## src/rtl/boxavg_pkg.sv

```systemverilog
package boxavg_pkg;

	localparam int MAX_WIDTH    = 2048;
	localparam int MAX_FACTOR   = 16;
	localparam int HEIGHT_LIMIT = 2048;

	localparam int CHAN_W     = 8;
	localparam int FACTOR_W   = 5;
	localparam int DIM_W      = 12;
	localparam int POS_W      = 11;
	localparam int IDX_W      = $clog2(MAX_WIDTH);
	localparam int SUB_W      = $clog2(MAX_FACTOR);
	localparam int HSUM_W     = 12;
	localparam int SUM_W      = 16;
	localparam int RECIP_SHIFT = 24;
	localparam int RECIP_W    = 25;

	localparam int QUEUE_DEPTH = 4;
	localparam int QPTR_W      = $clog2(QUEUE_DEPTH);
	localparam int QCNT_W      = QPTR_W + 1;

	localparam int CFG_IDX_W  = 2;
	localparam int CFG_DATA_W = 12;

	typedef enum logic [CFG_IDX_W-1:0] {
		REG_SCALE_FACTOR = 2'd0,
		REG_IN_WIDTH     = 2'd1,
		REG_IN_HEIGHT    = 2'd2
	} cfg_reg_t;

	// one accepted input that falls inside a full block
	typedef struct packed {
		logic [CHAN_W-1:0] red;
		logic [CHAN_W-1:0] green;
		logic [CHAN_W-1:0] blue;
		logic [IDX_W-1:0]  idx;
		logic              col_first;
		logic              col_last;
		logic              row_first;
		logic              blk_last;
		logic              frame_end;
	} job_t;

	typedef struct packed {
		logic at_origin;
	} front_status_t;

	typedef struct packed {
		logic [QCNT_W-1:0] count;
		logic              full;
		logic              empty;
	} queue_status_t;

	// ceil(2^24 / (k+1)^2); exact truncating divide for any 16-bit sum
	function automatic logic [RECIP_W-1:0] recip_of(input logic [SUB_W-1:0] k);
		logic [RECIP_W-1:0] r;
		case (k)
			4'd0:    r = 25'd16777216;
			4'd1:    r = 25'd4194304;
			4'd2:    r = 25'd1864136;
			4'd3:    r = 25'd1048576;
			4'd4:    r = 25'd671089;
			4'd5:    r = 25'd466034;
			4'd6:    r = 25'd342393;
			4'd7:    r = 25'd262144;
			4'd8:    r = 25'd207127;
			4'd9:    r = 25'd167773;
			4'd10:   r = 25'd138655;
			4'd11:   r = 25'd116509;
			4'd12:   r = 25'd99274;
			4'd13:   r = 25'd85599;
			4'd14:   r = 25'd74566;
			default: r = 25'd65536;
		endcase
		return r;
	endfunction

endpackage

```

## src/rtl/boxavg_if.sv

```systemverilog
interface rgb_in_if;
	logic                            valid;
	logic                            ready;
	logic [boxavg_pkg::CHAN_W-1:0]   red_in;
	logic [boxavg_pkg::CHAN_W-1:0]   green_in;
	logic [boxavg_pkg::CHAN_W-1:0]   blue_in;

	modport source (output valid, output red_in, output green_in, output blue_in, input ready);
	modport sink (input valid, input red_in, input green_in, input blue_in, output ready);
endinterface


interface cfg_wr_if;
	logic                              valid;
	logic                              ready;
	logic [boxavg_pkg::CFG_IDX_W-1:0]  index;
	logic [boxavg_pkg::CFG_DATA_W-1:0] data;

	modport source (output valid, output index, output data, input ready);
	modport sink (input valid, input index, input data, output ready);
endinterface

```

## src/rtl/boxavg_front.sv

```systemverilog
module boxavg_front (
	input  logic                                clk,
	input  logic                                arst_n,
	rgb_in_if.sink                              din,
	cfg_wr_if.sink                              cfg,
	input  logic                                q_full,
	output logic                                push,
	output boxavg_pkg::job_t                    push_job,
	output logic [boxavg_pkg::FACTOR_W-1:0]     factor,
	output boxavg_pkg::front_status_t           status
);

	logic [boxavg_pkg::FACTOR_W-1:0] factor_q;
	logic [boxavg_pkg::DIM_W-1:0]    width_q;
	logic [boxavg_pkg::DIM_W-1:0]    height_q;

	logic [boxavg_pkg::POS_W-1:0]    col_q;
	logic [boxavg_pkg::POS_W-1:0]    row_q;
	logic [boxavg_pkg::SUB_W-1:0]    cx_q;
	logic [boxavg_pkg::SUB_W-1:0]    ry_q;
	logic [boxavg_pkg::IDX_W-1:0]    idx_q;
	logic [boxavg_pkg::POS_W-1:0]    bcol_q;
	logic [boxavg_pkg::POS_W-1:0]    brow_q;

	logic [boxavg_pkg::FACTOR_W-1:0] f_eff;
	logic [boxavg_pkg::DIM_W-1:0]    w_eff;
	logic [boxavg_pkg::DIM_W-1:0]    h_eff;
	logic [boxavg_pkg::SUB_W-1:0]    f_m1;
	logic [boxavg_pkg::DIM_W:0]      bcol_end;
	logic [boxavg_pkg::DIM_W:0]      brow_end;
	logic [boxavg_pkg::DIM_W:0]      bcol_next_end;
	logic [boxavg_pkg::DIM_W:0]      brow_next_end;
	logic                            col_act;
	logic                            row_act;
	logic                            col_lastblk;
	logic                            row_lastblk;
	logic                            cx_last;
	logic                            ry_last;
	logic                            col_wrap;
	logic                            row_wrap;
	logic                            accept;
	logic                            cfg_hit;

	always_comb begin
		if (factor_q == '0)
			f_eff = 5'd1;
		else if (factor_q > 5'(boxavg_pkg::MAX_FACTOR))
			f_eff = 5'(boxavg_pkg::MAX_FACTOR);
		else
			f_eff = factor_q;

		if (width_q == '0)
			w_eff = 12'd1;
		else if (width_q > 12'(boxavg_pkg::MAX_WIDTH))
			w_eff = 12'(boxavg_pkg::MAX_WIDTH);
		else
			w_eff = width_q;

		if (height_q == '0)
			h_eff = 12'd1;
		else if (height_q > 12'(boxavg_pkg::HEIGHT_LIMIT))
			h_eff = 12'(boxavg_pkg::HEIGHT_LIMIT);
		else
			h_eff = height_q;
	end

	assign f_m1 = 4'(f_eff - 5'd1);

	// a block is inside the output image when it ends on or before the edge
	assign bcol_end      = {2'b00, bcol_q} + {8'd0, f_eff};
	assign brow_end      = {2'b00, brow_q} + {8'd0, f_eff};
	assign bcol_next_end = bcol_end + {8'd0, f_eff};
	assign brow_next_end = brow_end + {8'd0, f_eff};
	assign col_act       = bcol_end <= {1'b0, w_eff};
	assign row_act       = brow_end <= {1'b0, h_eff};
	assign col_lastblk   = bcol_next_end > {1'b0, w_eff};
	assign row_lastblk   = brow_next_end > {1'b0, h_eff};

	assign cx_last  = cx_q == f_m1;
	assign ry_last  = ry_q == f_m1;
	assign col_wrap = ({1'b0, col_q} + 12'd1) >= w_eff;
	assign row_wrap = ({1'b0, row_q} + 12'd1) >= h_eff;

	assign din.ready = !q_full;
	assign cfg.ready = 1'b1;
	assign accept    = din.valid && din.ready;
	assign cfg_hit   = cfg.valid && cfg.ready;

	assign push = accept && col_act && row_act;

	always_comb begin
		push_job.red       = din.red_in;
		push_job.green     = din.green_in;
		push_job.blue      = din.blue_in;
		push_job.idx       = idx_q;
		push_job.col_first = cx_q == '0;
		push_job.col_last  = cx_last;
		push_job.row_first = ry_q == '0;
		push_job.blk_last  = cx_last && ry_last;
		push_job.frame_end = cx_last && ry_last && col_lastblk && row_lastblk;
	end

	assign factor = f_eff;
	assign status.at_origin = (col_q == '0) && (row_q == '0) && (cx_q == '0) &&
		(ry_q == '0) && (idx_q == '0) && (bcol_q == '0) && (brow_q == '0);

	always_ff @(posedge clk or negedge arst_n) begin
		if (!arst_n) begin
			factor_q <= 5'd1;
			width_q  <= 12'(boxavg_pkg::MAX_WIDTH);
			height_q <= 12'(boxavg_pkg::HEIGHT_LIMIT);
			col_q    <= '0;
			row_q    <= '0;
			cx_q     <= '0;
			ry_q     <= '0;
			idx_q    <= '0;
			bcol_q   <= '0;
			brow_q   <= '0;
		end else if (cfg_hit) begin
			unique case (boxavg_pkg::cfg_reg_t'(cfg.index))
				boxavg_pkg::REG_SCALE_FACTOR: factor_q <= cfg.data[boxavg_pkg::FACTOR_W-1:0];
				boxavg_pkg::REG_IN_WIDTH:     width_q  <= cfg.data;
				boxavg_pkg::REG_IN_HEIGHT:    height_q <= cfg.data;
				default: ;
			endcase
			if (cfg.index == boxavg_pkg::REG_SCALE_FACTOR ||
				cfg.index == boxavg_pkg::REG_IN_WIDTH ||
				cfg.index == boxavg_pkg::REG_IN_HEIGHT) begin
				col_q  <= '0;
				row_q  <= '0;
				cx_q   <= '0;
				ry_q   <= '0;
				idx_q  <= '0;
				bcol_q <= '0;
				brow_q <= '0;
			end
		end else if (accept) begin
			if (col_wrap) begin
				col_q  <= '0;
				cx_q   <= '0;
				idx_q  <= '0;
				bcol_q <= '0;
				if (row_wrap) begin
					row_q  <= '0;
					ry_q   <= '0;
					brow_q <= '0;
				end else begin
					row_q <= row_q + 11'd1;
					if (ry_last) begin
						ry_q   <= '0;
						brow_q <= 11'(brow_end);
					end else begin
						ry_q <= ry_q + 4'd1;
					end
				end
			end else begin
				col_q <= col_q + 11'd1;
				if (cx_last) begin
					cx_q   <= '0;
					idx_q  <= idx_q + 11'd1;
					bcol_q <= 11'(bcol_end);
				end else begin
					cx_q <= cx_q + 4'd1;
				end
			end
		end
	end

endmodule

```

## src/flat_wrapper.sv

```systemverilog
// flat-port wrapper written by rule: the top's interface ports become plain ports
module boxavg_front_flat 
  (clk, arst_n, q_full, push, push_job, factor, status, din_valid, din_red_in, din_green_in, din_blue_in, din_ready, cfg_valid, cfg_index, cfg_data, cfg_ready);
  rgb_in_if din_i ();
  cfg_wr_if cfg_i ();
  input  logic clk;
  input  logic arst_n;
  input  logic q_full;
  output logic push;
  output boxavg_pkg::job_t push_job;
  output logic [boxavg_pkg::FACTOR_W-1:0] factor;
  output boxavg_pkg::front_status_t status;
  input wire logic [$bits(din_i.valid)-1:0] din_valid;
  input wire logic [$bits(din_i.red_in)-1:0] din_red_in;
  input wire logic [$bits(din_i.green_in)-1:0] din_green_in;
  input wire logic [$bits(din_i.blue_in)-1:0] din_blue_in;
  output wire logic [$bits(din_i.ready)-1:0] din_ready;
  input wire logic [$bits(cfg_i.valid)-1:0] cfg_valid;
  input wire logic [$bits(cfg_i.index)-1:0] cfg_index;
  input wire logic [$bits(cfg_i.data)-1:0] cfg_data;
  output wire logic [$bits(cfg_i.ready)-1:0] cfg_ready;
  assign din_i.valid = din_valid;
  assign din_i.red_in = din_red_in;
  assign din_i.green_in = din_green_in;
  assign din_i.blue_in = din_blue_in;
  assign din_ready = din_i.ready;
  assign cfg_i.valid = cfg_valid;
  assign cfg_i.index = cfg_index;
  assign cfg_i.data = cfg_data;
  assign cfg_ready = cfg_i.ready;
  boxavg_front u_core (.clk(clk), .arst_n(arst_n), .din(din_i), .cfg(cfg_i), .q_full(q_full), .push(push), .push_job(push_job), .factor(factor), .status(status));
endmodule
```

## config.mk

```make
export PLATFORM = sky130hd
export DESIGN_NAME = boxavg_front_flat
export DESIGN_NICKNAME = d
export VERILOG_FILES = /design/src/rtl/boxavg_pkg.sv /design/src/rtl/boxavg_if.sv /design/src/rtl/boxavg_front.sv /design/src/flat_wrapper.sv
export SDC_FILE = /design/constraint.sdc
export NUM_CORES = 1
export LEC_CHECK = 0
export BUFFER_PORTS_ARGS = -buffer_cell sky130_fd_sc_hd__buf_2
export CAP_MARGIN = 10
export CORE_MARGIN = 2
export CORE_UTILIZATION = 30
export CTS_BUF_LIST = sky130_fd_sc_hd__clkbuf_4 sky130_fd_sc_hd__clkbuf_8 sky130_fd_sc_hd__clkbuf_16
export DETAILED_ROUTE_END_ITERATION = 8
export MAX_ROUTING_LAYER = met4
export PLACE_DENSITY_LB_ADDON = 0.15
export SETUP_SLACK_MARGIN = 0.15
export SLEW_MARGIN = 5
export SYNTH_ARGS = -nofsm -noshare
export SYNTH_HDL_FRONTEND = slang
export SYNTH_SLANG_ARGS = --single-unit
export TNS_END_PERCENT = 20
```

## constraint.sdc

```tcl
create_clock -name clk -period 16.2 [get_ports clk]
set_input_delay 3.24 -clock clk [delete_from_list [all_inputs] [get_ports clk]]
set_output_delay 3.24 -clock clk [all_outputs]
set_load 0.01 [all_outputs]
```

# [After elaboration in Yosys (flattened, before gate mapping)]
# Cells that the tools add are included.
[totals] out_inout_bits=49 word_cells=110 reg_bits=92
[op_classes] addsub=12 mux=37 n_eq_ne=5 n_lt_le_gt_ge=9 n_reduce_logical=37
[op_table] operator="two-way mux 11 bit" n=21
[op_table] operator="logical NOT 11 bit" n=5
[op_table] operator="two-way mux 12 bit" n=4
[op_table] operator="two-way mux 4 bit" n=10
[op_table] operator="adder 11 x 1 -> 11 bit (second input constant)" n=3
[op_table] operator="adder 12 x 5 -> 13 bit" n=2
[op_table] operator="> comparator 13 x 12 -> 1 bit" n=2
[op_table] operator="less-or-equal comparator 13 x 12 -> 1 bit" n=2
[op_table] operator="adder 11 x 1 -> 12 bit (second input constant)" n=2
[op_table] operator="adder 11 x 5 -> 12 bit" n=2
[op_table] operator=">= comparator 12 bit" n=2
[op_table] operator="> comparator 12 bit (second input constant)" n=2
[op_table] operator="logical NOT 12 bit" n=2
[op_table] operator="logical AND 1 bit" n=12
[op_table] operator="two-way mux 5 bit" n=2
[op_table] operator="adder 4 x 1 -> 4 bit (second input constant)" n=2
[op_table] operator="equality test 4 bit" n=2
[op_table] operator="logical NOT 4 bit" n=2
[op_table] operator="AND reduction 2 bit" n=4
[op_table] operator="AND reduction 3 bit" n=2
[op_table] operator="nonzero test 3 bit" n=2
[op_table] operator="> comparator 5 bit (second input constant)" n=1
[op_table] operator="logical NOT 5 bit" n=1
[op_table] operator="AND reduction 4 bit" n=1
[op_table] operator="8 further kinds" n=10

# [Logic depth before layout (Yosys ltp)]
[logic_depth] depth_word=10 depth_mapped=20

# [Least setup slack after synthesis]
# Ideal clock, no wire load.
[synth_timing] path_type="reg-to-output" startpoint="reg u_core.factor_q[4] (netlist name)" endpoint="out push_job[0] (netlist name)" path_buffers=0 t_required_ns=12.960 arrival_ns=4.430 setup_slack_ns=8.530 path_stages_with_launch=17 path_cell_list="dfrtp_1 -> nand2b_1 -> inv_1 -> fa_1 -> a21o_1 -> maj3_1 -> xnor2_1 -> ha_1 -> nor4b_1 -> o41a_1 -> a31oi_1 -> a31oi_1 -> ha_1 -> nand3_1 -> a31o_2 -> a21o_1 -> a211oi_1"
[synth_lines] element="start, declared" line_no="boxavg_front.sv:13" source="logic [boxavg_pkg::FACTOR_W-1:0] factor_q;"
[synth_lines] element="start signal, assigned" line_no="boxavg_front.sv:121" source="boxavg_pkg::REG_SCALE_FACTOR: factor_q <= cfg.data[boxavg_pkg::FACTOR_W-1:0];"
[synth_lines] element="end, declared" line_no="flat_wrapper.sv:10" source="output boxavg_pkg::job_t push_job;"

==> metrics.md <==
| Metric | Value |
|---|---|
| WP data arrival | 5930 ps |
| Min-Delay Path Class | register to register |
| Worst Setup Start Kind | register |
| Seq/Total Area, Yosys | 29.4% |
| Synth area leader | dfrtp_1 |
| Period utilization | 56.6% |
| Ys Warns | 0 |
| Critical path type | register to output pin |
| TritonCTS clock tree | done |
| Max Clock Freq | 109 MHz |
| Pins Over Slew Limit | 0 |
| Total GRT Usage | 17.6% |
| Pwr dens | 136 nW/um^2 |
| Fin. Hold Viols | 0 |
| CP Launch Point | u_core.factor_q[4]$_DFFE_PN0P_ |
| # Max-Cap Violations | 0 |
| Routability-driven placement congestion ratio | 0.867 |
| Core area | 25800 sq um |
| Mean post-synth cell area | 9.03 sq um |
| Final HPWL DP | 18400 microns |
| Antenna diodes | 0 |
| First-pass GRT wire length | 36800 microns |
| FF-to-FF setup slack | 12120 ps |
| Status | complete, no violations |
| Post-synth cell types | 69 |
| DR WL/cell | 19.3 microns |
| Crit Path Max Fanout | 12 |
| IO Port Bufs | 42 |
| Clock Sinks | 92 |
| Crit path max-delay cell type | o31ai_1 |
| PostCTS Resize Cnt | 0 |
| Die Span Y | 166 microns |
| Final net count | 1018 |
| IO Pins | 92 |
| R2R depth | 14 |
| Final Worst Setup Slack | 7030 ps |
| EDFF count, synth | 0 |
| Crit Reg-Reg Startpoint | u_core.col_q[0]$_DFFE_PN0P_ |
| Total power | 0.00116 W |
| Setup Skew | 13.3 ps |
| Total die area | 27500 sq um |
| Drt pass-1 iters | 5 |
| Vias per inst | 5.20 |
| Final ANT Viol Nets | 0 |
| Slowest stage delay, CP | 700 ps |
| RR Endpoint | u_core.row_q[9]$_DFFE_PN0P_ |
| Initial core utilization | 30.4% |
| Worst slack, placed | 7560 ps |
| Setup tns final | 0 ps |
| Largest net degree at the start of global routing | 65 |
| Mapped Area | 7840 sq um |
| Row count | 59 |
| Post-synth ARST share | 100% |
| Drt total wl | 23400 microns |
| Worst setup EP type | output pin |
| Top-area cell type share of the netlist area | 28.4% |
| Num CTS Buffers | 9 |
| Initial antenna violation count | 0 |
| Crit path cell chain | nand2b_1, inv_1, ha_1, a211oi_1, a211oi_1, o31ai_1, xnor2_1, nor3b_1, nand4b_1, o32ai_1, ha_1, nand3_1, nor4_1, nor3_1, nand3_1, a211oi_1, buf_2 |
| Worst VDD drop | 0.0591 mV |
| Hold Startpoint | u_core.height_q[0]$_DFFE_PN0P_ |
| Top_reg_cell synth | dfrtp_1 |
| Hold_buf cts | 0 |
| P&R area growth vs syn | 8.58% |
| Top cells by count, synth | 100 x ha_1, 89 x dfrtp_1, 79 x nand2_1 |
| CP dominant cell by count | a211oi_1 |
| Via count | 6301 |
| Critical Path End | push_job[0] |
| Number of global-route vias before repair | 6091 |
| Share of cells above drive strength 1 | 12.3% |
| Die span in x | 166 microns |
| Main area contributors after synthesis | dfrtp_1 28%, ha_1 16%, xnor2_1 4.8% |
| RSZ-0062 raised after global routing | false |
| H-Tree Depth | 3 |
| Cell with the most instances after synthesis | ha_1 |
| Clk pin slew, worst setup/hold paths | 80 ps |
| Initial DRC count | 296 |
| # DRC | 0 |
| CTS root buf | clkbuf_16 |
| Final setup violating endpoints | 0 |
| Pleak | 3.89 nW |
| Max-slew headroom | 40.6% |
| CP Data Required Time | 12960 ps |
| Synthesized net count | 1016 |
| Synth Instances | 869 |
| Total gr overflow | 0 |
| Max clock buf depth | 2 |
| Yosys reg bits | 92 |
| Setup Fix Bufs, Post-CTS | 0 |
| Crit path time final | 9170 ps |
| Slew @ Worst Pin | 891 ps |
| Worst-skew pair later-pin latency | 360 ps |
==> power by group <==
part | leakage (nW) | switching [W] | internal (W)
Sequential | 1.20 | 0.0000601 | 0.000267
Combinational | 2.55 | 0.000351 | 0.000256
Clock | 0.149 | 0.000106 | 0.000123
Total | 3.89 | 0.000517 | 0.000645
==> sequential cells by signal, summed over array words and instances, names as in the netlist <==
signal and count:
u_core.height_q 12, u_core.width_q 12, u_core.bcol_q 11, u_core.brow_q 11, u_core.col_q 11, u_core.idx_q 11, u_core.row_q 11, u_core.factor_q 5
u_core.cx_q 4, u_core.ry_q 4
==> cells in the final DEF (no fill, tap or decap), drive strengths merged, types with 8 or more instances in the layout <==
cell type	Yosys	final
a211oi	10	10
a21o	12	12
a21oi	34	34
a22o	17	17
and2	9	9
and3	14	14
buf	33	47
clkbuf	23	9
dfrtp	89	89
ha	100	100
inv	52	56
mux2	28	28
nand2	79	79
nand2b	10	10
nand3	31	31
nand4	13	13
nor2	40	40
nor2b	14	14
nor3	12	12
nor4	20	20
o211ai	8	8
o21a	11	11
o21ai	47	47
o31ai	15	15
xnor2	43	43
xor2	24	24
==> worst min path at each step <==
stage | end | slack (ps) | cells after the start
after floorplan | u_core.bcol_q[2]$_DFFE_PN0P_ | 470 | 2
after global placement | u_core.height_q[0]$_DFFE_PN0P_ | 500 | 1
after detailed placement | u_core.height_q[0]$_DFFE_PN0P_ | 500 | 1
after CTS | u_core.height_q[0]$_DFFE_PN0P_ | 520 | 1
after global routing | u_core.height_q[0]$_DFFE_PN0P_ | 540 | 1
final | u_core.height_q[0]$_DFFE_PN0P_ | 520 | 1
==> cells by family after synthesis <==
logic type | Yosys count | synth area share, %
buffers and inverters | 108 | 6.60
DFF | 92 | 29.4
xor gates and xnor gates | 67 | 7.48
muxes | 29 | 4.15
adders and majority gates | 106 | 17.2
other | 1 | 0.0478
and+or+nand+nor | 268 | 18.0
AOI/OAI and AO/OA | 198 | 17.1
==> per-layer routing <==
layer | global-route usage (%) | vias up | wire length, microns
li1 | - | 3151 | -
met1 | 24.9 | 3017 | 11800
met2 | 26.7 | 117 | 10400
met3 | 2.44 | 16 | 833
met4 | 4.01 | 0 | 329
met5 | - | - | 0
==> critical path, delay by kind of cell, from the launching register on <==
family | cells | cell delay (ps)
simple gates | 7 | 1430
fa+ha+maj | 2 | 650
buf+inv | 2 | 440
flops | 1 | 650
compound gates | 5 | 2100
xor+xnor | 1 | 290
==> final cells by class <==
cell class,instances,area [sq um]
clock buffer,9,225
sequential,92,2310
fill,2747,17300
clock inverter,7,80.1
tap,335,419
inverter,52,195
multi-input combinational,669,5030
timing repair buffer,47,258
==> through the flow <==
stage	hold slack [ps]	util, %	area [sq um]	cells
after floorplan	473	-	7840	869
after global placement	497	31.7	8200	1194
after detailed placement	503	31.7	8200	1194
after CTS	521	32.9	8500	1210
after global routing	536	33.0	8520	1211
final	518	33.0	8520	1211
Power figures use the tool's default switching activity.
