## config.mk

```make
export PLATFORM = sky130hd
export DESIGN_NAME = boxavg_queue
export DESIGN_NICKNAME = d
export VERILOG_FILES = /design/src/rtl/boxavg_pkg.sv /design/src/rtl/boxavg_queue.sv
export SDC_FILE = /design/constraint.sdc
export NUM_CORES = 1
export LEC_CHECK = 0
export BUFFER_PORTS_ARGS = -buffer_cell sky130_fd_sc_hd__buf_2
export CAP_MARGIN = 20
export CORE_ASPECT_RATIO = 0.6
export CORE_UTILIZATION = 45
export CTS_BUF_LIST = sky130_fd_sc_hd__clkbuf_2
export DETAILED_ROUTE_END_ITERATION = 8
export PLACE_DENSITY = 0.71
export SLEW_MARGIN = 30
export SYNTH_ARGS = -nofsm -noshare
export SYNTH_HDL_FRONTEND = slang
export SYNTH_SLANG_ARGS = --single-unit
```

## constraint.sdc

```tcl
create_clock -name clk -period 2.4 [get_ports clk]
set_clock_uncertainty 0.15 [all_clocks]
set_input_delay 0.24 -clock clk [delete_from_list [all_inputs] [get_ports clk]]
set_output_delay 0.24 -clock clk [all_outputs]
set_load 0.05 [all_outputs]
```

## src/rtl/boxavg_pkg.sv

```systemverilog
package boxavg_pkg;

	localparam int MAX_WIDTH    = 2048;
	localparam int MAX_FACTOR   = 16;
	localparam int HEIGHT_LIMIT = 2048;

	localparam int CHAN_W     = 8;
	localparam int FACTOR_W   = 5;
	localparam int DIM_W      = 12;
	localparam int POS_W      = 11;
	localparam int IDX_W      = $clog2(MAX_WIDTH);
	localparam int SUB_W      = $clog2(MAX_FACTOR);
	localparam int HSUM_W     = 12;
	localparam int SUM_W      = 16;
	localparam int RECIP_SHIFT = 24;
	localparam int RECIP_W    = 25;

	localparam int QUEUE_DEPTH = 4;
	localparam int QPTR_W      = $clog2(QUEUE_DEPTH);
	localparam int QCNT_W      = QPTR_W + 1;

	localparam int CFG_IDX_W  = 2;
	localparam int CFG_DATA_W = 12;

	typedef enum logic [CFG_IDX_W-1:0] {
		REG_SCALE_FACTOR = 2'd0,
		REG_IN_WIDTH     = 2'd1,
		REG_IN_HEIGHT    = 2'd2
	} cfg_reg_t;

	// one accepted input that falls inside a full block
	typedef struct packed {
		logic [CHAN_W-1:0] red;
		logic [CHAN_W-1:0] green;
		logic [CHAN_W-1:0] blue;
		logic [IDX_W-1:0]  idx;
		logic              col_first;
		logic              col_last;
		logic              row_first;
		logic              blk_last;
		logic              frame_end;
	} job_t;

	typedef struct packed {
		logic at_origin;
	} front_status_t;

	typedef struct packed {
		logic [QCNT_W-1:0] count;
		logic              full;
		logic              empty;
	} queue_status_t;

	// ceil(2^24 / (k+1)^2); exact truncating divide for any 16-bit sum
	function automatic logic [RECIP_W-1:0] recip_of(input logic [SUB_W-1:0] k);
		logic [RECIP_W-1:0] r;
		case (k)
			4'd0:    r = 25'd16777216;
			4'd1:    r = 25'd4194304;
			4'd2:    r = 25'd1864136;
			4'd3:    r = 25'd1048576;
			4'd4:    r = 25'd671089;
			4'd5:    r = 25'd466034;
			4'd6:    r = 25'd342393;
			4'd7:    r = 25'd262144;
			4'd8:    r = 25'd207127;
			4'd9:    r = 25'd167773;
			4'd10:   r = 25'd138655;
			4'd11:   r = 25'd116509;
			4'd12:   r = 25'd99274;
			4'd13:   r = 25'd85599;
			4'd14:   r = 25'd74566;
			default: r = 25'd65536;
		endcase
		return r;
	endfunction

endpackage

```

## src/rtl/boxavg_queue.sv

```systemverilog
module boxavg_queue (
	input  logic                        clk,
	input  logic                        arst_n,
	input  logic                        push,
	input  boxavg_pkg::job_t            push_job,
	input  logic                        pop,
	output boxavg_pkg::job_t            head,
	output boxavg_pkg::queue_status_t   status
);

	boxavg_pkg::job_t                  slot_q [boxavg_pkg::QUEUE_DEPTH];
	logic [boxavg_pkg::QPTR_W-1:0]     wr_q;
	logic [boxavg_pkg::QPTR_W-1:0]     rd_q;
	logic [boxavg_pkg::QCNT_W-1:0]     count_q;
	logic                              do_push;
	logic                              do_pop;

	assign status.count = count_q;
	assign status.full  = count_q == boxavg_pkg::QCNT_W'(boxavg_pkg::QUEUE_DEPTH);
	assign status.empty = count_q == '0;
	assign head         = slot_q[rd_q];

	assign do_push = push && !status.full;
	assign do_pop  = pop && !status.empty;

	always_ff @(posedge clk) begin
		if (do_push)
			slot_q[wr_q] <= push_job;
	end

	always_ff @(posedge clk or negedge arst_n) begin
		if (!arst_n) begin
			wr_q    <= '0;
			rd_q    <= '0;
			count_q <= '0;
		end else begin
			if (do_push)
				wr_q <= wr_q + 1'b1;
			if (do_pop)
				rd_q <= rd_q + 1'b1;
			case ({do_push, do_pop})
				2'b10:   count_q <= count_q + 1'b1;
				2'b01:   count_q <= count_q - 1'b1;
				default: ;
			endcase
		end
	end

endmodule

```

# After elaboration in Yosys (flattened, before gate mapping)
# Memories as Yosys holds them, arrays and structs flattened.
# Index checks and enable logic that the tools add are counted.
[op_classes]
add_sub_neg = 4
n_mul = 0
div = 0
n_lt_le_gt_ge = 0
eq_ne = 3
n_shift = 0
n_mux = 3
bitwise_logic = 0
n_reduce_logical = 6
[ops]
columns = ["cell", "n"]
rows = [
  ["3-bit case mux with 2 select lines", 1],
  ["2-bit by 1-bit adder with 2-bit output, second input constant", 2],
  ["3-bit by 1-bit adder with 3-bit output, second input constant", 1],
  ["3-bit == test, second input constant", 1],
  ["3-bit zero test", 1],
  ["3-bit by 1-bit subtractor with 3-bit output, second input constant", 1],
  ["2-bit by 1-bit == test with 1-bit output, second input constant", 1],
  ["2-bit == test, second input constant", 1],
  ["1-bit logical AND", 2],
  ["1-bit zero test", 2],
  ["1-bit 2-to-1 mux", 2],
  ["2-bit nonzero test", 1],
]
[totals]
reg_bits = 7
latch_bits = 0
ramBits = 160
rom_bits = 0
in_bits = 44
output_inout_bits = 45
word_cells = 20
memories = 1
[memory_table]
columns = ["memory", "words", "width", "rd", "rd_clocked_by_memory_dff", "write_ports", "line_no", "text"]
rows = [
  ["slot_q", 4, 40, 1, 0, 1, "boxavg_queue.sv:11", "boxavg_pkg::job_t slot_q [boxavg_pkg::QUEUE_DEPTH];"],
]

# Logic depth before layout (Yosys ltp)
# Gate-level depths: netlist (run 1).
[logic_depth]
word_depth = 5
depth_mapped = 9
mapped_depth_nobuf = 9

# Least setup slack after synthesis (run 1)
# No wires, ideal clock.
[synth_path]
kind = "register -> register"
startpoint = "register count_q[2] in the netlist's numbering"
endpoint = "register count_q[2] in the netlist's numbering"
setup_ns = 0.082
arrival_time_ns = 2.694
t_required_ns = 2.168
setup_slack_ns = -0.526
path_stages_with_launch = 10
path_buffers = 0
period_less_slack_ns = 2.926
cell_sequence = "dfrtp_1 -> nor3b_2 -> nor2b_2 -> inv_1 -> ha_1 -> inv_1 -> fa_1 -> xor2_1 -> nor2_1 -> xor2_1"
[synth_rtl]
columns = ["item", "line_no", "text"]
rows = [
  ["start, declared", "boxavg_queue.sv:14", "logic [boxavg_pkg::QCNT_W-1:0] count_q;"],
  ["start signal, assigned", "boxavg_queue.sv:42", "2'b10: count_q <= count_q + 1'b1;"],
  ["start signal, assigned", "boxavg_queue.sv:43", "2'b01: count_q <= count_q - 1'b1;"],
]

==> run_results.csv, run 1 <==
group,metric,value,unit
floorplan,coreArea,13200,sq um
layout,fillCellCount,941,
timing,relSlewSlack,0.746,
synthesis,number_of_warning_messages_in_the_yosys_log,0,
cts,cts-htree-levels,4,
detailed_routing,routed-via-count,2999,
cts,cts_made_buffers,17,
timing,grt_setup_unrepaired,"yes",
setup_path,cpLargestDelayFamily,"multiplexers",
hold_path,startpoint_of_the_most_critical_hold_path,"push_job[36]",
synthesis,synth.net_count,297,
hold_path,worst_hold_path.endpoint,"slot_q[1][36]",
pwr,power_per_cell_area,1370,nW/um^2
timing,fin_tns_setup,-1.68,ns
layout,multi_input_area,1140,sq um
detailed_routing,detail_route.iter0.violations,158,
floorplan,start_util,0.474,
floorplan,floorplan.die.width,154,um
layout,design.final.nets,455,
setup_path,critPathRequiredTime,2.01,ns
layout,antenna_cells,0,
global_route,globalRouteOverflowTotal,0,
synthesis,synth.ff_latch_count,167,
timing,report.final.setup_viol,40,
pwr,leakagePower,0.00284,uW
floorplan,fp.dieArea,14400,sq um
synthesis,syn-mean-instance-area,25.3,sq um
setup_path,reg2reg_setup_slack,0.23,ns
synthesis,netlist_area_pre_place,6250,sq um
setup_path,crit_chain,"buf_6, buf_12, mux4_2, buf_8",
layout,layout-drive-gt1-share,0.447,
timing,pnr_worst_setup_slack,-0.105,ns
cts,clock_tree_from_tritoncts,"done",
timing,drv_slew,0,
timing,finalHoldWorstSlack,0.159,ns
cts,clk_transition_reported_paths,0.25,ns
setup_path,r2r-start,"count_q[0]",
run_status,failed_checks,"setup timing",
setup_path,path_buf_inv,3,
synthesis,post_synth_num_cell_types,22,
placed_design,io_buffer_count,88,
cts,cts.root.buffer_cell,"sky130_fd_sc_hd__clkbuf_2",
detailed_routing,detail-route-antenna-nets,0,
floorplan,die_y,93.3,um
global_route,antenna_violations_before_repair,0,
detailed_routing,wl_met1,5.27,mm
detailed_routing,drt_pass1_iterations,4,
detailed_routing,via_per_inst,5.10,
detailed_routing,routed.top_layer,"met4",
placed_design,dp_worst_setup_slack,0.285,ns
global_route,global_route_wire_length_before_repair,17.9,mm
flow_run,cap_violations,0,
setup_path,r2r.worst_path.cells,9,
timing,final_min_period_over_clock_period,1.04,
layout,final_cells,588,
hold_path,worstHoldPathType,"input pin to flip-flop",
global_route,number_of_global_route_vias_before_repair,3238,
cts,clock_sinks,167,
setup_path,timing_worst_setup_path_type,"flip-flop to primary output",
layout,syn2layout_area_growth,28.9,%
cts,maximum_number_of_buffers_from_clock_root_to_sink,2,
synthesis,synth_enable_flop_cells,160,
setup_path,worst_path_largest_cell_delay,0.57,ns
timing,worst-slew-pin-transition,0.381,ns
synthesis,synth-seq-area-share,0.797,
global_route,maximum_number_of_pins_on_one_net_before_global_route_repair,41,
hold_path,worst_hold_path_cell_count,2,
layout,sequential_cell_area,4990,sq um
timing,finalHoldViolCount,0,
setup_path,critPathLaunchType,"flip-flop",
placed_design,gp_routability_congestion,0.790,
floorplan,io_pins,89,
synthesis,postSynth.asyncResetShare,0.0419,
synthesis,postSynth.topFlopCell,"sky130_fd_sc_hd__edfxtp_1",
detailed_routing,drc_errors,0,
setup_path,cp-end-kind,"primary output",
detailed_routing,post_drt_wl_per_cell,19.7,um
setup_path,arrival,2.12,ns
timing,final.min_clock_period,2.51,ns
setup_path,crit_fanout,5,
floorplan,rows,32,
detailed_routing,totalWireLength,11.6,mm
pwr,irDropWorstVdd,832,uV
run_status,status,"complete, but fails checks",
detailed_routing,detailroute.wirelength.met3,567,um
setup_path,r2r_end,"count_q[2]",
global_route,grtUsageTotal,0.173,
detailed_routing,route.met2.wl,5.73,mm
placed_design,detailed_placement_wirelength_estimate,6.13,mm
setup_path,worst_path_max_delay_cell,"sky130_fd_sc_hd__mux4_2",
cts,worst_skew_pair.late_latency,0.64,ns
timing,max_clk_rate,399,MHz
synthesis,postSynthCellCount,247,
placed_design,numPlacedInstances,502,
## power by group
part | internal (uW) | switching [uW] | total (uW)
logic | 2250 | 3210 | 5460
registers | 3860 | 203 | 4060
clock network | 499 | 990 | 1490
## cell type report
class / count / area share
clock inverters: 15 / 0.0202
flip-flops and latches: 167 / 0.619
repair buffers: 149 / 0.180
multi-input cells: 64 / 0.141
inverters: 6 / 0.00280
clock buffers: 17 / 0.0106
well taps: 170 / 0.0264
## kinds of logic (layout without fill, tap and decap cells)
| group | after synthesis | after routing | share of synthesized area |
|---|---|---|---|
| DFF | 167 | 167 | 0.797 |
| muxes | 42 | 42 | 0.149 |
| buffers and inverters | 16 | 187 | 0.0220 |
| and+or+nand+nor | 9 | 9 | 0.00941 |
| adders and majority gates | 6 | 6 | 0.0132 |
| xor gates and xnor gates | 6 | 6 | 0.00841 |
| AOI/OAI and AO/OA | 1 | 1 | 0.00140 |
## cell usage in the layout, fill, tap and decap left out, drive strengths merged
| cell type | n |
|---|---|
| nor3 | 1 |
| xor2 | 3 |
| buf | 104 |
| and2 | 4 |
| mux2 | 1 |
| nor2b | 1 |
| xnor2 | 3 |
| mux2i | 1 |
| edfxtp | 160 |
| dfrtp | 7 |
| o31a | 1 |
| ha | 5 |
| dlygate4sd3 | 44 |
| mux4 | 40 |
| nor2 | 1 |
| inv | 13 |
| nor3b | 1 |
| clkbuf | 18 |
| bufinv | 2 |
| clkinv | 3 |
| clkinvlp | 3 |
| nand2 | 1 |
| fa | 1 |
## synthesized netlist by cell type, types with 2 or more instances
cell type | number | area [sq um]
sky130_fd_sc_hd__buf_12 | 4 | 80.1
sky130_fd_sc_hd__xor2_1 | 3 | 26.3
sky130_fd_sc_hd__inv_1 | 6 | 22.5
sky130_fd_sc_hd__mux4_1 | 2 | 52.6
sky130_fd_sc_hd__and2_1 | 4 | 25.0
sky130_fd_sc_hd__mux4_2 | 38 | 856
sky130_fd_sc_hd__ha_1 | 5 | 62.6
sky130_fd_sc_hd__edfxtp_1 | 160 | 4800
sky130_fd_sc_hd__xnor2_1 | 3 | 26.3
sky130_fd_sc_hd__buf_2 | 4 | 20.0
sky130_fd_sc_hd__dfrtp_1 | 7 | 175
## state kept, by name, indices dropped and copies added (netlist names)
| name | flops |
|---|---|
| slot_q | 160 |
| count_q | 3 |
| rd_q | 2 |
| wr_q | 2 |
## metrics by stage
stage | cell area, sq um | util | power, uW
2_1_floorplan | 6260 | - | 7540
3_3_place_gp | 6950 | 0.527 | 8440
3_5_place_dp | 6950 | 0.527 | 8520
4_1_cts | 8080 | 0.613 | 11200
5_1_grt | 8060 | 0.612 | 11500
6_report | 8060 | 0.612 | 11000
## routing by layer
layer,global-route usage,vias to the layer above
met3,0.0500,2
met1,0.229,1562
met5,0,-
met2,0.283,79
li1,-,1356
met4,0.0483,0
## worst reg2reg max path, cell delays in order (launching register included)
cell and delay [ns]:
sky130_fd_sc_hd__dfrtp_2 0.52, sky130_fd_sc_hd__nor3b_4 0.22, sky130_fd_sc_hd__nor2b_2 0.11, sky130_fd_sc_hd__inv_1 0.07, sky130_fd_sc_hd__ha_1 0.19, sky130_fd_sc_hd__inv_1 0.06
sky130_fd_sc_hd__fa_1 0.38, sky130_fd_sc_hd__xor2_1 0.15, sky130_fd_sc_hd__nor2_1 0.11, sky130_fd_sc_hd__xor2_1 0.17
## worst max-delay path by stage
| stage | from | to | slack [ns] | depth (start not counted) |
|---|---|---|---|---|
| 6_report | rd_q[0] | head[27] | -0.11 | 4 |
| 5_1_grt | rd_q[0] | head[27] | -0.25 | 4 |
| 4_1_cts | rd_q[0] | head[29] | -0.22 | 5 |
| 3_5_place_dp | count_q[0] | count_q[2] | 0.29 | 9 |
| 3_3_place_gp | count_q[1] | count_q[2] | 0.37 | 9 |
| 2_1_floorplan | count_q[2] | count_q[2] | -0.15 | 9 |
## what timing repair did
action | in CTS | in global routing
buffers inserted | 8 | 0
setup endpoints to repair | 40 | 40
gates cloned | 4 | 1
hold buffers | 44 | 0
resized for setup | 91 | 5
endpoints found under the hold margin | 173 | 0
(Power assumes the default switching activity.)
==> run 2: changes to the inputs <==
--- a/config.mk
+++ b/config.mk
@@ -5,13 +5,17 @@
 export SDC_FILE = /design/constraint.sdc
 export NUM_CORES = 1
 export LEC_CHECK = 0
+export ABC_AREA = 1
 export BUFFER_PORTS_ARGS = -buffer_cell sky130_fd_sc_hd__buf_2
 export CAP_MARGIN = 20
+export CELL_PAD_IN_SITES_DETAIL_PLACEMENT = 1
+export CELL_PAD_IN_SITES_GLOBAL_PLACEMENT = 2
 export CORE_ASPECT_RATIO = 0.6
-export CORE_UTILIZATION = 45
+export CORE_UTILIZATION = 37
 export CTS_BUF_LIST = sky130_fd_sc_hd__clkbuf_2
 export DETAILED_ROUTE_END_ITERATION = 8
-export PLACE_DENSITY = 0.71
+export MAX_ROUTING_LAYER = met4
+export PLACE_DENSITY = 0.81
 export SLEW_MARGIN = 30
 export SYNTH_ARGS = -nofsm -noshare
 export SYNTH_HDL_FRONTEND = slang
==> run 2 against run 1 <==
Net effect: the flow still finishes with violations (setup timing); total power rose by 11%; critical path depth up 3; worst setup slack gained 0.034 ns; sequential power fell by 1%; final cell count grew 59%; largest cell class unchanged.
==> run_results.csv, run 2 <==
group,metric,value,unit
layout,final_cells,932,
global_route,globalRouteOverflowTotal,0,
synthesis,netlist_area_pre_place,6790,sq um
cts,cts-htree-levels,4,
synthesis,synth-seq-area-share,0.734,
placed_design,dp_worst_setup_slack,0.373,ns
timing,final.min_clock_period,2.47,ns
layout,final_util,0.506,
synthesis,postSynth.topFlopCell,"sky130_fd_sc_hd__edfxtp_1",
layout,mostFrequentLayoutCell,"sky130_fd_sc_hd__edfxtp_1",
cts,worst_skew_pair.late_latency,0.70,ns
synthesis,post_synth_main_area_contributors,"sky130_fd_sc_hd__edfxtp_1 (71%), sky130_fd_sc_hd__o211ai_1 (8.8%), sky130_fd_sc_hd__nand2_1 (7.6%)",
setup_path,cp_most_frequent_cell,"sky130_fd_sc_hd__buf_6",
synthesis,yosysTopAreaCellShare,0.708,
synthesis,synthMostInstantiatedCell,"sky130_fd_sc_hd__edfxtp_1",
cts,maximum_number_of_buffers_from_clock_root_to_sink,2,
setup_path,r2r-start,"count_q[2]",
floorplan,io_pins,89,
setup_path,arrival,2.08,ns
layout,number_of_flip_flops_in_the_largest_register,160,
synthesis,post_synth_num_cell_types,16,
detailed_routing,drt_pass1_iterations,4,
placed_design,detailed_placement_wirelength_estimate,8.94,mm
cts,clock_tree_from_tritoncts,"done",
timing,worst-slew-pin-transition,0.457,ns
synthesis,synth.ff_latch_count,167,
synthesis,synth_enable_flop_cells,160,
layout,top_regs,"slot_q x160, count_q x3",
setup_path,crit_chain,"buf_6, clkinv_8, buf_8, clkbuf_16, o211ai_1, nand2_1, buf_6",
global_route,maximum_number_of_pins_on_one_net_before_global_route_repair,41,
pwr,power_per_cell_area,1380,nW/um^2
setup_path,r2r_end,"count_q[2]",
detailed_routing,drc_errors,0,
synthesis,yosys-top-cells-count,"sky130_fd_sc_hd__edfxtp_1 (160), sky130_fd_sc_hd__nand2_1 (138), sky130_fd_sc_hd__inv_1 (94)",
timing,grt_setup_unrepaired,"yes",
synthesis,number_of_warning_messages_in_the_yosys_log,0,
hold_path,worst_hold_path_cell_count,2,
synthesis,postSynthCellCount,528,
layout,antenna_cells,0,
floorplan,coreArea,17500,sq um
cts,clock_sinks,167,
timing,relSlewSlack,0.695,
global_route,global_route_wire_length_before_repair,25.4,mm
layout,fillCellCount,1779,
setup_path,critPathRequiredTime,2.01,ns
placed_design,numPlacedInstances,838,
setup_path,worst_path_max_delay_cell,"sky130_fd_sc_hd__dfrtp_2",
cts,cts.root.buffer_cell,"sky130_fd_sc_hd__clkbuf_2",
floorplan,rows,37,
hold_path,startpoint_of_the_most_critical_hold_path,"push_job[29]",
floorplan,die_y,107,um
detailed_routing,via_per_inst,4.79,
floorplan,start_util,0.387,
setup_path,crit_fanout,6,
setup_path,worst_path_largest_cell_delay,0.46,ns
pwr,irDropWorstVdd,714,uV
detailed_routing,detail-route-antenna-nets,0,
detailed_routing,totalWireLength,16.2,mm
pwr,leakagePower,0.00364,uW
setup_path,r2r.worst_path.cells,11,
timing,pnr_worst_setup_slack,-0.0712,ns
synthesis,syn-mean-instance-area,12.9,sq um
synthesis,postSynth.asyncResetShare,0.0419,
flow_run,cap_violations,0,
detailed_routing,post_drt_wl_per_cell,17.3,um
setup_path,cp-end-kind,"primary output",
global_route,grtUsageTotal,0.188,
hold_path,worstHoldPathType,"input pin to flip-flop",
timing,report.final.setup_viol,17,
cts,clk_transition_reported_paths,0.23,ns
synthesis,synth.net_count,578,
global_route,antenna_violations_before_repair,0,
cts,cts_made_buffers,17,
hold_path,worst_hold_path.endpoint,"slot_q[3][29]",
run_status,failed_checks,"setup timing",
run_status,status,"complete, but fails checks",
layout,max_flop_register,"slot_q",
placed_design,gp_routability_congestion,0.708,
timing,max_clk_rate,405,MHz
global_route,number_of_global_route_vias_before_repair,4692,
timing,finalHoldViolCount,0,
layout,most_frequent_cells_in_the_layout,"sky130_fd_sc_hd__edfxtp_1 (160), sky130_fd_sc_hd__nand2_1 (122), sky130_fd_sc_hd__inv_1 (93)",
setup_path,critPathLaunchType,"flip-flop",
timing,drv_slew,0,
layout,layout-drive-gt1-share,0.249,
setup_path,reg2reg_setup_slack,0.32,ns
placed_design,io_buffer_count,88,
setup_path,timing_worst_setup_path_type,"flip-flop to primary output",
layout,syn2layout_area_growth,30.9,%
layout,design.final.nets,736,
synthesis,synthDominantAreaCellType,"sky130_fd_sc_hd__edfxtp_1",
detailed_routing,detail_route.iter0.violations,267,
floorplan,floorplan.die.width,177,um
floorplan,fp.dieArea,18900,sq um
detailed_routing,routed-via-count,4465,
timing,final_min_period_over_clock_period,1.03,
## run 2: changes by cell type in the layout (fill, tap and decap cells not counted), moves of 4 or more
cell                       delta
sky130_fd_sc_hd__and2_2       -4
sky130_fd_sc_hd__buf_4        +5
sky130_fd_sc_hd__buf_6        +6
sky130_fd_sc_hd__clkbuf_2     +4
sky130_fd_sc_hd__inv_1       +87
sky130_fd_sc_hd__inv_6        -4
sky130_fd_sc_hd__mux4_2      -40
sky130_fd_sc_hd__nand2_1    +121
sky130_fd_sc_hd__nand2_2     +15
sky130_fd_sc_hd__nand3_1      +7
sky130_fd_sc_hd__nor2_4       +4
sky130_fd_sc_hd__o211ai_1    +80
## run 2: final cells by class
type                    count  area, sq um  share of cell area
well taps                 234          293              0.0330
multi-input cells         238         1350               0.152
repair inverters            3         36.3             0.00408
clock inverters            10          105              0.0118
clock buffers              21          105              0.0118
inverters                  97          380              0.0428
repair buffers            162         1640               0.184
flip-flops and latches    167         4980               0.561
## run 2: critical path: cells and delay by family (launching register included)
kind	cells	cell delay [ns]
AO/OA/AOI/OAI	1	0.18
buffers and inverters	5	0.67
AND/OR/NAND/NOR	1	0.10
flip-flops	1	0.46
## run 2: worst max-delay path by stage
| stage | from | to | depth (start not counted) |
|---|---|---|---|
| floorplan | count_q[0] | slot_q[0][0] | 4 |
| global placement | count_q[0] | count_q[2] | 10 |
| finish | rd_q[0] | head[10] | 7 |
| CTS | rd_q[0] | head[35] | 8 |
| detailed placement | count_q[2] | count_q[2] | 11 |
| global route | rd_q[0] | head[18] | 7 |
## run 2: power breakdown
group / internal (uW) / switching [uW]
logic: 2410 / 4420
clock network: 477 / 928
registers: 3830 / 178
## run 2: stage by stage
step | total power [uW] | instance area, sq um | TNS [ns] | hold slack (ns)
finish | 12200 | 8880 | -0.564 | 0.121
global route | 12900 | 8880 | -6.38 | 0.0254
CTS | 12200 | 8820 | -1.84 | 0.0503
detailed placement | 9320 | 7570 | 0 | -0.0569
global placement | 9160 | 7570 | 0 | -0.0641
floorplan | 7930 | 6800 | -52.34 | -0.206
## run 2: per-layer routing
| metal | part of all wire | GRT usage |
|---|---|---|
| met1 | 0.47 | 0.236 |
| met4 | 0.0092 | 0.0530 |
| met5 | 0 | - |
| met3 | 0.041 | 0.0493 |
| met2 | 0.48 | 0.303 |
## run 2: cell families after synthesis
family          Yosys count  share of synthesized area
compound gates           81                     0.0892
xor+xnor                  1                    0.00129
fa+ha+maj                 6                     0.0122
buf+inv                 123                     0.0791
flops                   167                      0.734
simple gates            150                     0.0846
## run 2: repair_timing
| item | 4_1_cts | 5_1_grt |
|---|---|---|
| hold buffers | 44 | 0 |
| buffers inserted | 8 | 3 |
| gates cloned | 8 | 3 |
| pin swaps | 11 | 17 |
| setup endpoints to repair | 40 | 40 |
| hold endpoints to repair | 174 | 0 |
| resized for setup | 114 | 11 |
==> run 3: changes to the inputs <==
--- a/config.mk
+++ b/config.mk
@@ -16,6 +16,7 @@
 export DETAILED_ROUTE_END_ITERATION = 8
 export MAX_ROUTING_LAYER = met4
 export PLACE_DENSITY = 0.81
+export SKIP_LAST_GASP = 1
 export SLEW_MARGIN = 30
 export SYNTH_ARGS = -nofsm -noshare
 export SYNTH_HDL_FRONTEND = slang
==> constraint.sdc (replaced) <==
create_clock -name clk -period 2.4 [get_ports clk]
set_clock_uncertainty 0.15 [all_clocks]
set_input_delay 0.24 -clock clk [delete_from_list [all_inputs] [get_ports clk]]
set_output_delay 0.24 -clock clk [all_outputs]
set_load 0.1 [all_outputs]
==> run 3 against run 2 <==
Net effect: the flow still finishes with violations (setup timing); critical path depth fell by 1; first-iteration DRC count shrank 21%; final cell count stayed put; sequential share of layout area up 0.33 points; hold slack better by 0.0096 ns; register-to-register slack hardly changed; utilization fell by 0.19 points; wire length rose by 2.4%.
==> run_results.csv, run 3 (synthesized netlist as in run 2, its figures left out) <==
group,metric,value,unit
run_status,status,"complete, but fails checks",
run_status,failed_checks,"setup timing",
timing,finalHoldViolCount,0,
detailed_routing,drc_errors,0,
global_route,grt.met2_usage,0.305,
timing,fin_tns_setup,-1.12,ns
setup_path,reg2reg_setup_slack,0.33,ns
global_route,antenna_violations_before_repair,0,
layout,mostFrequentLayoutCell,"sky130_fd_sc_hd__edfxtp_1",
layout,final_cells,932,
floorplan,floorplan.die.width,177,um
detailed_routing,detail-route-antenna-nets,0,
setup_path,r2r.worst_path.cells,10,
setup_path,timing_worst_setup_path_type,"flip-flop to primary output",
global_route,globalRouteOverflowTotal,0,
global_route,number_of_global_route_vias_before_repair,4922,
global_route,global_route_wire_length_before_repair,25.5,mm
setup_path,critPathLaunchType,"flip-flop",
setup_path,crit_fanout,7,
placed_design,detailed_placement_wirelength_estimate,9.97,mm
detailed_routing,drt_pass1_iterations,5,
cts,cts-htree-levels,4,
cts,cts_made_buffers,17,
timing,relSlewSlack,0.677,
layout,antenna_cells,0,
cts,worst_skew_pair.late_latency,0.68,ns
global_route,grt_most_used_layer,"met2",
setup_path,critPathRequiredTime,2.01,ns
setup_path,cp-end-kind,"primary output",
timing,max_clk_rate,400,MHz
timing,final.min_clock_period,2.50,ns
timing,pnr_worst_setup_slack,-0.103,ns
placed_design,numPlacedInstances,842,
floorplan,fp.dieArea,18900,sq um
timing,drv_slew,0,
setup_path,r2r_end,"count_q[2]",
cts,clock_tree_from_tritoncts,"done",
hold_path,worst_hold_path.endpoint,"slot_q[0][14]",
detailed_routing,routed-via-count,4532,
setup_path,arrival,2.11,ns
floorplan,coreArea,17500,sq um
cts,maximum_number_of_buffers_from_clock_root_to_sink,2,
layout,syn2layout_area_growth,30.4,%
cts,clk_transition_reported_paths,0.27,ns
global_route,global_route.usage.met1,0.243,
timing,report.final.setup_viol,21,
detailed_routing,via_per_inst,4.86,
flow_run,cap_violations,0,
floorplan,start_util,0.387,
floorplan,io_pins,89,
cts,cts.root.buffer_cell,"sky130_fd_sc_hd__clkbuf_2",
timing,grt_setup_unrepaired,"yes",
global_route,maximum_number_of_pins_on_one_net_before_global_route_repair,41,
cts,clock_sinks,167,
global_route,grtUsageTotal,0.186,
layout,max_flop_register,"slot_q",
floorplan,rows,37,
layout,number_of_flip_flops_in_the_largest_register,160,
hold_path,startpoint_of_the_most_critical_hold_path,"push_job[14]",
detailed_routing,detail_route.iter0.violations,212,
layout,most_frequent_cells_in_the_layout,"sky130_fd_sc_hd__edfxtp_1 (160), sky130_fd_sc_hd__nand2_1 (135), sky130_fd_sc_hd__inv_1 (93)",
placed_design,gp_routability_congestion,0.769,
timing,worst-slew-pin-transition,0.488,ns
detailed_routing,totalWireLength,16.6,mm
floorplan,die_y,107,um
setup_path,r2r-start,"count_q[1]",
setup_path,worst_path_max_delay_cell,"sky130_fd_sc_hd__dfrtp_2",
setup_path,crit_chain,"inv_16, buf_8, buf_6, o211ai_1, nand2_2, buf_12",
hold_path,worstHoldPathType,"input pin to flip-flop",
layout,layout-drive-gt1-share,0.242,
detailed_routing,post_drt_wl_per_cell,17.8,um
placed_design,io_buffer_count,88,
timing,final_min_period_over_clock_period,1.04,
layout,design.final.nets,735,
global_route,met3_usage,0.0340,
layout,top_regs,"slot_q x160, count_q x3",
setup_path,worst_path_largest_cell_delay,0.53,ns
hold_path,worst_hold_path_cell_count,2,
==> run 3: changes by cell type in the layout (fill, tap and decap cells not counted), sizes merged <==
cell	delta
clkbuf	-4
bufbuf	+1
buf	+1
clkinvlp	+1
bufinv	-2
inv	+6
clkinv	-3
==> run 3: cell type report <==
cell class	instances	area (sq um)
timing repair inverter	1	11.3
clock buffer	18	90.1
sequential	167	4990
fill	1827	8690
multi-input combinational	238	1320
timing repair buffer	163	1650
tap	234	293
clock inverter	14	115
inverter	97	385
==> run 3: per-stage QoR <==
stage / utilization / cell area, sq um / hold WS (ns) / setup WS (ns)
floorplan: - / 6830 / -0.206 / 0.0275
global placement: 0.432 / 7580 / -0.0594 / 0.393
detailed placement: 0.432 / 7580 / -0.0620 / 0.353
CTS: 0.496 / 8710 / 0.0299 / -0.152
global route: 0.505 / 8850 / 0.0233 / -0.254
finish: 0.505 / 8850 / 0.131 / -0.103
==> run 3: worst max path at each step <==
stage | from | end | slack [ns] | cells after the start
finish | rd_q[0] | head[28] | -0.10 | 6
global route | rd_q[0] | head[28] | -0.25 | 6
CTS | rd_q[0] | head[19] | -0.15 | 6
detailed placement | rd_q[0] | head[22] | 0.35 | 5
global placement | rd_q[0] | head[36] | 0.39 | 5
floorplan | count_q[1] | count_q[2] | 0.03 | 10
==> run 3: worst max-delay path, delay by kind of cell (launching register included) <==
family	cells	cell delay (ns)
AOI/OAI and AO/OA	1	0.21
DFF	1	0.53
and+or+nand+nor	1	0.14
buffers and inverters	4	0.53
==> run 3: routing by layer <==
layer	part of all wire	routed length, um
met4	0.0047	78
met5	0	0
met3	0.039	639
met1	0.47	7800
met2	0.49	8040
==> run 3: timing repair <==
item                                   in CTS  in global routing
gates resized for setup                   107                 22
pin swaps                                   1                 10
endpoints found under the hold margin     174                  0
setup buffers                               7                  3
hold buffers                               44                  0
cloned                                      3                  2
setup endpoints to repair                  42                 42
Power of run 3 is not shown: default switching activity piles up to over one toggle a cycle in this logic, so the estimate is an artifact.
